[config.mk]
export PLATFORM = sky130hd
export DESIGN_NAME = ffea_cell
export DESIGN_NICKNAME = d
export VERILOG_FILES = /design/src/rtl/core/ffea_pkg.sv /design/src/rtl/core/ffea_cell.sv
export SDC_FILE = /design/constraint.sdc
export NUM_CORES = 1
export LEC_CHECK = 0
export BUFFER_PORTS_ARGS = -buffer_cell sky130_fd_sc_hd__buf_2
export CAP_MARGIN = 20
export CORE_MARGIN = 10
export CORE_UTILIZATION = 50
export CTS_BUF_LIST = sky130_fd_sc_hd__clkbuf_4 sky130_fd_sc_hd__clkbuf_8 sky130_fd_sc_hd__clkbuf_16
export DETAILED_ROUTE_END_ITERATION = 6
export PLACE_DENSITY = 0.78
export SYNTH_ARGS = -nofsm -noshare
export SYNTH_HDL_FRONTEND = slang
export SYNTH_SLANG_ARGS = --single-unit
[constraint.sdc]
create_clock -name i_clk -period 3.85 [get_ports i_clk]
set_input_delay 0.1925 -clock i_clk [delete_from_list [all_inputs] [get_ports i_clk]]
set_output_delay 0.1925 -clock i_clk [all_outputs]
set_load 0.03 [all_outputs]
[src/rtl/core/ffea_pkg.sv]
// Shared constants, types and codes for the first-fit extent allocator.
package ffea_pkg;

    // Table geometry and field widths.
    localparam int MAX_EXTENTS = 64;
    localparam int OFF_W       = 12;
    localparam int SIZE_W      = 13;
    localparam int SZ_W        = 14;
    localparam int END_W       = 14;
    localparam int SUM_W       = 15;
    localparam int GRANULES    = 512;
    localparam int GRAN_W      = 9;
    localparam int GRAN_SHIFT  = 3;

    // Heap constants.
    localparam logic [SIZE_W-1:0] HEADER_BYTES   = 13'd16;
    localparam logic [SIZE_W-1:0] HEAP_MAX_BYTES = 13'd4096;
    localparam logic [SIZE_W-1:0] HEAP_MIN_BYTES = 13'd32;
    localparam logic [SIZE_W-1:0] SIZE_SAT       = 13'h1FFF;
    localparam logic [SZ_W-1:0]   ALIGN_MASK     = 14'd7;

    typedef enum logic {
        OP_ALLOC = 1'b0,
        OP_FREE  = 1'b1
    } t_opcode;

    typedef enum logic [1:0] {
        RS_DONE       = 2'd0,
        RS_NO_FIT     = 2'd1,
        RS_TABLE_FULL = 2'd2
    } t_status;

    typedef enum logic [2:0] {
        FS_IDLE,
        FS_FLAG,
        FS_ACT,
        FS_MFLAG,
        FS_MACT,
        FS_RESP
    } t_state;

    // Operation that the sequencer hands to one cell in a cycle.
    typedef enum logic [2:0] {
        CELL_HOLD,
        CELL_CLEAR,
        CELL_LOAD,
        CELL_TAKE_RIGHT,
        CELL_TAKE_LEFT,
        CELL_SPLIT,
        CELL_MERGE
    } t_cell_op;

    typedef struct packed {
        logic              valid;
        logic [OFF_W-1:0]  start;
        logic [SIZE_W-1:0] bytes;
    } t_extent;

    // Values broadcast to every cell.
    typedef struct packed {
        logic [SZ_W-1:0]  sz;
        logic [OFF_W-1:0] p;
        t_extent          ins;
    } t_bcast;

    // Local comparison results of one cell.
    typedef struct packed {
        logic hit;
        logic roomy;
        logic lower;
        logic touch;
    } t_flags;

endpackage

[src/rtl/core/ffea_cell.sv]
// One cell of the extent table: holds an extent and trades it with its neighbours.
module ffea_cell (
    input  logic               i_clk,
    input  logic               i_rst_n,
    input  logic               i_head,
    input  ffea_pkg::t_cell_op i_op,
    input  ffea_pkg::t_bcast   i_bc,
    input  ffea_pkg::t_extent  i_left,
    input  ffea_pkg::t_extent  i_right,
    output ffea_pkg::t_extent  o_ext,
    output ffea_pkg::t_flags   o_flags
);

    ffea_pkg::t_extent r_ext, n_ext;
    logic [ffea_pkg::END_W-1:0] w_end;
    logic [ffea_pkg::SUM_W-1:0] w_sum;
    logic [ffea_pkg::SUM_W-1:0] w_need;

    // End of this extent, merged size with the right neighbour, split threshold.
    assign w_end  = {2'b00, r_ext.start} + ffea_pkg::END_W'(ffea_pkg::HEADER_BYTES)
                  + {1'b0, r_ext.bytes};
    assign w_sum  = {2'b00, r_ext.bytes} + ffea_pkg::SUM_W'(ffea_pkg::HEADER_BYTES)
                  + {2'b00, i_right.bytes};
    assign w_need = {1'b0, i_bc.sz} + ffea_pkg::SUM_W'(ffea_pkg::HEADER_BYTES);

    // Local comparisons for the search, insert and merge steps.
    always_comb begin
        o_flags.hit    = r_ext.valid && ({1'b0, r_ext.bytes} > i_bc.sz);
        o_flags.roomy  = r_ext.valid && ({2'b00, r_ext.bytes} > w_need);
        o_flags.lower  = r_ext.valid && (r_ext.start < i_bc.p);
        o_flags.touch  = r_ext.valid && i_right.valid
                       && (w_end == {2'b00, i_right.start});
    end

    // Next contents of the cell.
    always_comb begin
        n_ext = r_ext;
        case (i_op)
            ffea_pkg::CELL_HOLD:       n_ext = r_ext;
            ffea_pkg::CELL_CLEAR:      n_ext.valid = 1'b0;
            ffea_pkg::CELL_LOAD:       n_ext = i_bc.ins;
            ffea_pkg::CELL_TAKE_RIGHT: n_ext = i_right;
            ffea_pkg::CELL_TAKE_LEFT:  n_ext = i_left;
            ffea_pkg::CELL_SPLIT: begin
                n_ext.start = r_ext.start + ffea_pkg::OFF_W'(ffea_pkg::HEADER_BYTES)
                            + i_bc.sz[ffea_pkg::OFF_W-1:0];
                n_ext.bytes = r_ext.bytes - i_bc.sz[ffea_pkg::SIZE_W-1:0]
                            - ffea_pkg::HEADER_BYTES;
            end
            ffea_pkg::CELL_MERGE: begin
                if (w_sum > ffea_pkg::SUM_W'(ffea_pkg::SIZE_SAT)) begin
                    n_ext.bytes = ffea_pkg::SIZE_SAT;
                end else begin
                    n_ext.bytes = w_sum[ffea_pkg::SIZE_W-1:0];
                end
            end
            default:                   n_ext = r_ext;
        endcase
    end

    // After reset only the head cell holds the whole default heap.
    always_ff @(posedge i_clk) begin
        if (!i_rst_n) begin
            r_ext.valid <= i_head;
            r_ext.start <= '0;
            r_ext.bytes <= ffea_pkg::HEAP_MAX_BYTES - ffea_pkg::HEADER_BYTES;
        end else begin
            r_ext <= n_ext;
        end
    end

    assign o_ext = r_ext;

endmodule

==> results of run 1 <==
## logic make-up (layout without fill, tap and decap cells)
| group | Yosys count | after routing | share of synthesized area (%) |
|---|---|---|---|
| mux | 18 | 18 | 3.47 |
| compound gates | 212 | 212 | 25.0 |
| flops | 26 | 26 | 9.74 |
| fa+ha+maj | 130 | 130 | 31.0 |
| simple gates | 170 | 170 | 15.1 |
| buf+inv | 91 | 223 | 6.41 |
| xor+xnor | 58 | 58 | 9.32 |
## worst max path at each step
stage	startpoint	to	slack [ns]	depth (start not counted)
after floorplan	o_ext[1]	o_flags[0]	0.34	10
after global placement	o_ext[1]	o_flags[0]	0.64	11
after detailed placement	o_ext[1]	o_ext[3]	0.55	10
after CTS	o_ext[1]	o_flags[0]	0.25	11
after global routing	o_ext[14]	o_flags[0]	0.09	11
final	o_ext[14]	o_flags[0]	0.47	11
## cells in the final DEF (no fill, tap or decap), types with 6 or more instances in the layout
master	synthesis	final
nand2_1	35	35
xor2_1	20	20
xnor2_1	38	38
nor3_1	17	17
nand4_1	6	6
buf_2	0	139
dfxtp_1	25	24
inv_1	74	74
a21oi_1	57	57
a211oi_1	8	8
nand2b_1	13	13
ha_1	122	122
nor2b_1	12	12
o22ai_1	11	11
a31oi_1	6	6
nor2_1	47	47
o21ai_0	56	56
fa_1	8	8
a21o_1	13	13
mux2i_1	11	11
mux2_2	7	7
o211ai_1	6	6
a221oi_1	6	6
nand3_1	21	21
## through the flow
stage / setup slack (ns) / hold WS, ns / instance area [sq um]
6_report: 0.469 / 0.182 / 6350
3_3_place_gp: 0.638 / 0.463 / 6290
4_1_cts: 0.247 / 0.175 / 6340
2_1_floorplan: 0.340 / 0.346 / 5450
3_5_place_dp: 0.555 / 0.466 / 6290
5_1_grt: 0.0935 / 0.216 / 6350
## metal layers
| metal | vias to the layer above | share of wire, % | wire (um) | track usage [%] |
|---|---|---|---|---|
| met5 | - | 0 | 0 | 0 |
| met4 | 0 | 3.5 | 635 | 7.20 |
| met3 | 54 | 8.8 | 1590 | 5.32 |
| met2 | 289 | 46 | 8310 | 36.9 |
| met1 | 2662 | 41 | 7450 | 26.1 |
| li1 | 2848 | - | - | - |
## report_power, final
part / internal (mW) / switching (mW)
Sequential: 0.303 / 0.0694
Combinational: 0.586 / 0.776
Clock: 0.0918 / 0.101
## final cells by class
class	instances	area (sq um)	share of cell area (%)
multi-input cells	588	4570	72.0
repair buffers	144	733	11.5
flip-flops and latches	26	532	8.37
inverters	75	282	4.43
well taps	140	175	2.76
clock buffers	4	55.1	0.867
## worst min-delay path: cells and delay by family
kind | cells | cell delay (ns)
AOI/OAI and AO/OA | 1 | 0.07
buffers and inverters | 1 | 0.10
and+or+nand+nor | 1 | 0.07
==> flow_summary.ini, run 1 <==
[worst_setup_path]
crit_chain = ha_1, ha_1, fa_1, a21oi_1, nor2_1, nor4b_2, nor2_1, nor4_1, a21oi_1, a211oi_1, buf_2
path_delay_family = adder cells
crit_path_end_kind = primary output
slowest_stage = dfxtp_1
worstPathRequired_ns = 3.66
arrival_ns = 3.19
r2r-start = o_ext[1]
path_max_fanout = 5
cp_slowest_stage_delay_ns = 0.44
r2r-end = o_ext[2]
worstSetupPathType = reg -> out
reg2reg_slack_ns = 0.57
worstPathBufferInverterCount = 1
start_kind = flip-flop
r2r_cells = 10

[power]
power_mw = 1.93
max-vdd-ir-drop_v = 0.000163
p_per_area_mw_per_mm2 = 303
p_leak_nw = 3.21

[routing]
drtIter0Drc = 470
vias_per_cell = 5.99
dr_total_vias = 5853
wirelength_um = 18000
drtPass1Iterations = 6
route.detailed.drc = 0
wl_per_cell_um = 18.4
postRouteAntennaNets = 0

[place]
dp_hpwl_um = 14900
dpl.cell_count = 973
globalplace.congestion = 0.963
port_buffers = 139

[synth]
ys_top_cells_by_count = ha_1, inv_1, a21oi_1, o21ai_0, nor2_1
synth_edf_count = 1
syn_area_per_cell_sq_um = 7.73
synth.net_count = 945
synth_area_leaders = ha_1, dfxtp_1, xnor2_1
synth_top_area_share_pct = 28.0
synth.distinct_cells = 63
syn_area_sq_mm = 0.00545
synth.largest_area_cell = ha_1
synth.most_common_cell = ha_1
synth_seq_cells = 26
synthesis.instances = 705
synth-main-ff-cell = dfxtp_1
ys_warn_count = 0
async_flop_share_pct = 0
yosysSeqAreaShare_pct = 9.74

[cts]
numCtsBuffers = 3
clkLatencyLatePin_ns = 0.28
root_buffer = clkbuf_8
cts_buffer_depth = 2
clkSinkCount = 26
htreeDepth = 1
cts_resized = 0
cts_tree = done
clkTransAtPathRegs_ns = 0.10
hold_buffers = 0
cts_setup_buffers = 0

[hold_path]
hp-start = i_left[22]
hold_path.class = in -> reg
hold_path_end = o_ext[22]
min_path_cells = 3

[global_routing]
antenna_found_initial = 1
grt_first_pass_wirelength_um = 28600
grt_usage_pct = 21.8
grt-ovfl-total = 0
first_global_vias = 5801
grt_max_degree = 28

[sta]
slew_viol_final = 0
relSlewSlack_pct = 43.9
max_freq_mhz = 296
tns_ns = 0
setup_viol = 0
tightest_slew_ns = 0.838
period_minus_slack_ns = 3.38
period_share_pct = 87.8
rsz0062_at_grt = false
hold_viol = 0
clock_skew_ns = 0.00130

[layout]
fillers = 1067
largest_reg_flops = 26
utilization_pct = 59.1
diodes = 0
stdcell_count = 977
layout.nets = 1078
drive_above_1_share_pct = 19.5
area_growth_pct = 16.6

[run]
max_cap_viol_count = 0

[floorplan]
dieArea_sq_mm = 0.0155
die_x_um = 124
core-area_sq_mm = 0.0107
die_y_um = 124
start_util_pct = 50.7
rows = 38
pin_count = 140

[outcome]
status = complete, no violations
Note: power is estimated with default switching activity, not from simulation.
==> run 2: changes to the inputs <==
--- a/config.mk
+++ b/config.mk
@@ -12,6 +12,7 @@
 export CTS_BUF_LIST = sky130_fd_sc_hd__clkbuf_4 sky130_fd_sc_hd__clkbuf_8 sky130_fd_sc_hd__clkbuf_16
 export DETAILED_ROUTE_END_ITERATION = 6
 export PLACE_DENSITY = 0.78
+export RECOVER_POWER = 100
 export SYNTH_ARGS = -nofsm -noshare
 export SYNTH_HDL_FRONTEND = slang
 export SYNTH_SLANG_ARGS = --single-unit
==> constraint.sdc (replaced) <==
create_clock -name i_clk -period 3.85 [get_ports i_clk]
set_input_delay 0.1925 -clock i_clk [delete_from_list [all_inputs] [get_ports i_clk]]
set_output_delay 0.1925 -clock i_clk [all_outputs]
set_load 0.1 [all_outputs]
==> run 2 against run 1 <==
Effect of this change: clock power shrank 4%; largest power group unchanged; the flow now finishes with violations (capacitance limit, slew limit); worst hold slack lost 0.0016 ns; critical path depth shrank 3; die area is the same; design area is essentially flat; count of clock-buffer cells in the layout is the same; total power grew 9.8%; routed wire length grew 0.23%.
==> flow_summary.ini, run 2 (synthesis results as in run 1) <==
[routing]
drtPass1Iterations = 6
route.detailed.drc = 0
dr_total_vias = 5733
postRouteAntennaNets = 0
wirelength_um = 18000
vias_per_cell = 5.85
wl_per_cell_um = 18.4
drtIter0Drc = 363

[sta]
setup_ws_ns = 0.296
max_freq_mhz = 281
period_minus_slack_ns = 3.55
relSlewSlack_pct = -73.2
setup_viol = 0
tns_ns = 0
slew_viol_final = 52
tightest_slew_ns = 2.60
rsz0062_at_grt = false
period_share_pct = 92.3
hold_slack_ns = 0.181
hold_viol = 0
clock_skew_ns = 0.00521

[layout]
area_growth_pct = 16.5
final_cell_mix = ha_1, buf_2, inv_1, a21oi_1, o21ai_0
diodes = 0
final_common_cell = ha_1
utilization_pct = 59.1
final_cell_area_sq_mm = 0.00635
layout.nets = 1081
multi_input_area_sq_mm = 0.00459
ff_latch_area_sq_um = 533
largest_reg_flops = 26
drive_above_1_share_pct = 16.4
fillers = 1100

[global_routing]
grt-ovfl-total = 0
grt_max_degree = 52
grt_usage_pct = 21.9
antenna_found_initial = 0
first_global_vias = 5596
use_met3_pct = 4.13
grtUsageMet2_pct = 38.0
grt_first_pass_wirelength_um = 28500
use_met1_pct = 27.9
busiest_layer = met2

[worst_setup_path]
crit_path_end_kind = flip-flop
path_max_fanout = 51
worstSetupPathType = in -> reg
reg2reg_slack_ns = 0.44
arrival_ns = 3.77
r2r-start = o_ext[1]
worstPathRequired_ns = 4.07
start_kind = input port
r2r_cells = 11
r2r-end = o_ext[0]
cp-startpoint = i_op[0]

[outcome]
violations = capacitance limit, slew limit
status = finished, violations left

[cts]
htreeDepth = 1
clkTransAtPathRegs_ns = 0.11
cts_buffer_depth = 2
numCtsBuffers = 3
cts_tree = done
hold_buffers = 0
clkLatencyLatePin_ns = 0.28
root_buffer = clkbuf_8
clkSinkCount = 26
cts_setup_buffers = 0

[run]
max_cap_viol_count = 1

[floorplan]
die_y_um = 124
dieArea_sq_mm = 0.0155
rows = 38
core-area_sq_mm = 0.0107
die_x_um = 124
start_util_pct = 50.7
pin_count = 140

[place]
globalplace.congestion = 0.923
post-place-ws_ns = 0.481
dp_hpwl_um = 15000
port_buffers = 139
postPlaceCellArea_sq_mm = 0.00633

[power]
p_per_area_mw_per_mm2 = 333
max-vdd-ir-drop_v = 0.000229
p_leak_nw = 3.13

[hold_path]
min_path_cells = 3
hold_path.class = in -> reg
hp-start = i_left[9]
hold_path_end = o_ext[9]
run 2: stage by stage:
step	power (mW)	std cells
3_5_place_dp	1.93	976
5_1_grt	2.29	980
3_3_place_gp	1.91	976
4_1_cts	2.11	980
2_1_floorplan	1.56	705
6_report	2.11	980
run 2: power by group:
part / total [mW] / switching [mW] / internal (mW) / leakage, nW
clock network: 0.185 / 0.103 / 0.0817 / 0.0262
logic: 1.57 / 0.986 / 0.583 / 2.88
registers: 0.361 / 0.0576 / 0.303 / 0.219
total: 2.11 / 1.15 / 0.968 / 3.13
run 2: area by class of cell:
class                           instances  area share (%)
Multi-Input combinational cell        588            72.3
Timing Repair Buffer                  147            11.3
Clock buffer                            4           0.769
Sequential cell                        26            8.40
Tap cell                              140            2.76
Inverter                               75            4.43
run 2: worst max path at each step:
stage,endpoint,slack [ns],depth (start not counted)
after detailed placement,o_flags[0],0.48,11
after global placement,o_flags[0],0.51,11
after global routing,o_ext[3],0.10,11
after CTS,o_flags[0],0.15,11
final,o_ext[14],0.30,8
after floorplan,o_flags[0],-0.15,9
run 2: routing by layer:
layer	wire [um]	share of wire, %
met1	7650	42
met2	8590	48
met4	226	1.3
met3	1560	8.7
met5	0	0
run 2: worst max-delay path: stages:
cell and delay, ns:
clkbuf_1 0.09, clkbuf_1 1.85, nand2_1 0.69, nand2_1 0.48
o221ai_1 0.17, nor2_1 0.11, a21oi_1 0.06, nor2_1 0.11
run 2: repair_timing:
item,4_1_cts,5_1_grt
gates resized for setup,0,2
hold endpoints to repair,0,0
endpoints found under the setup margin,0,1
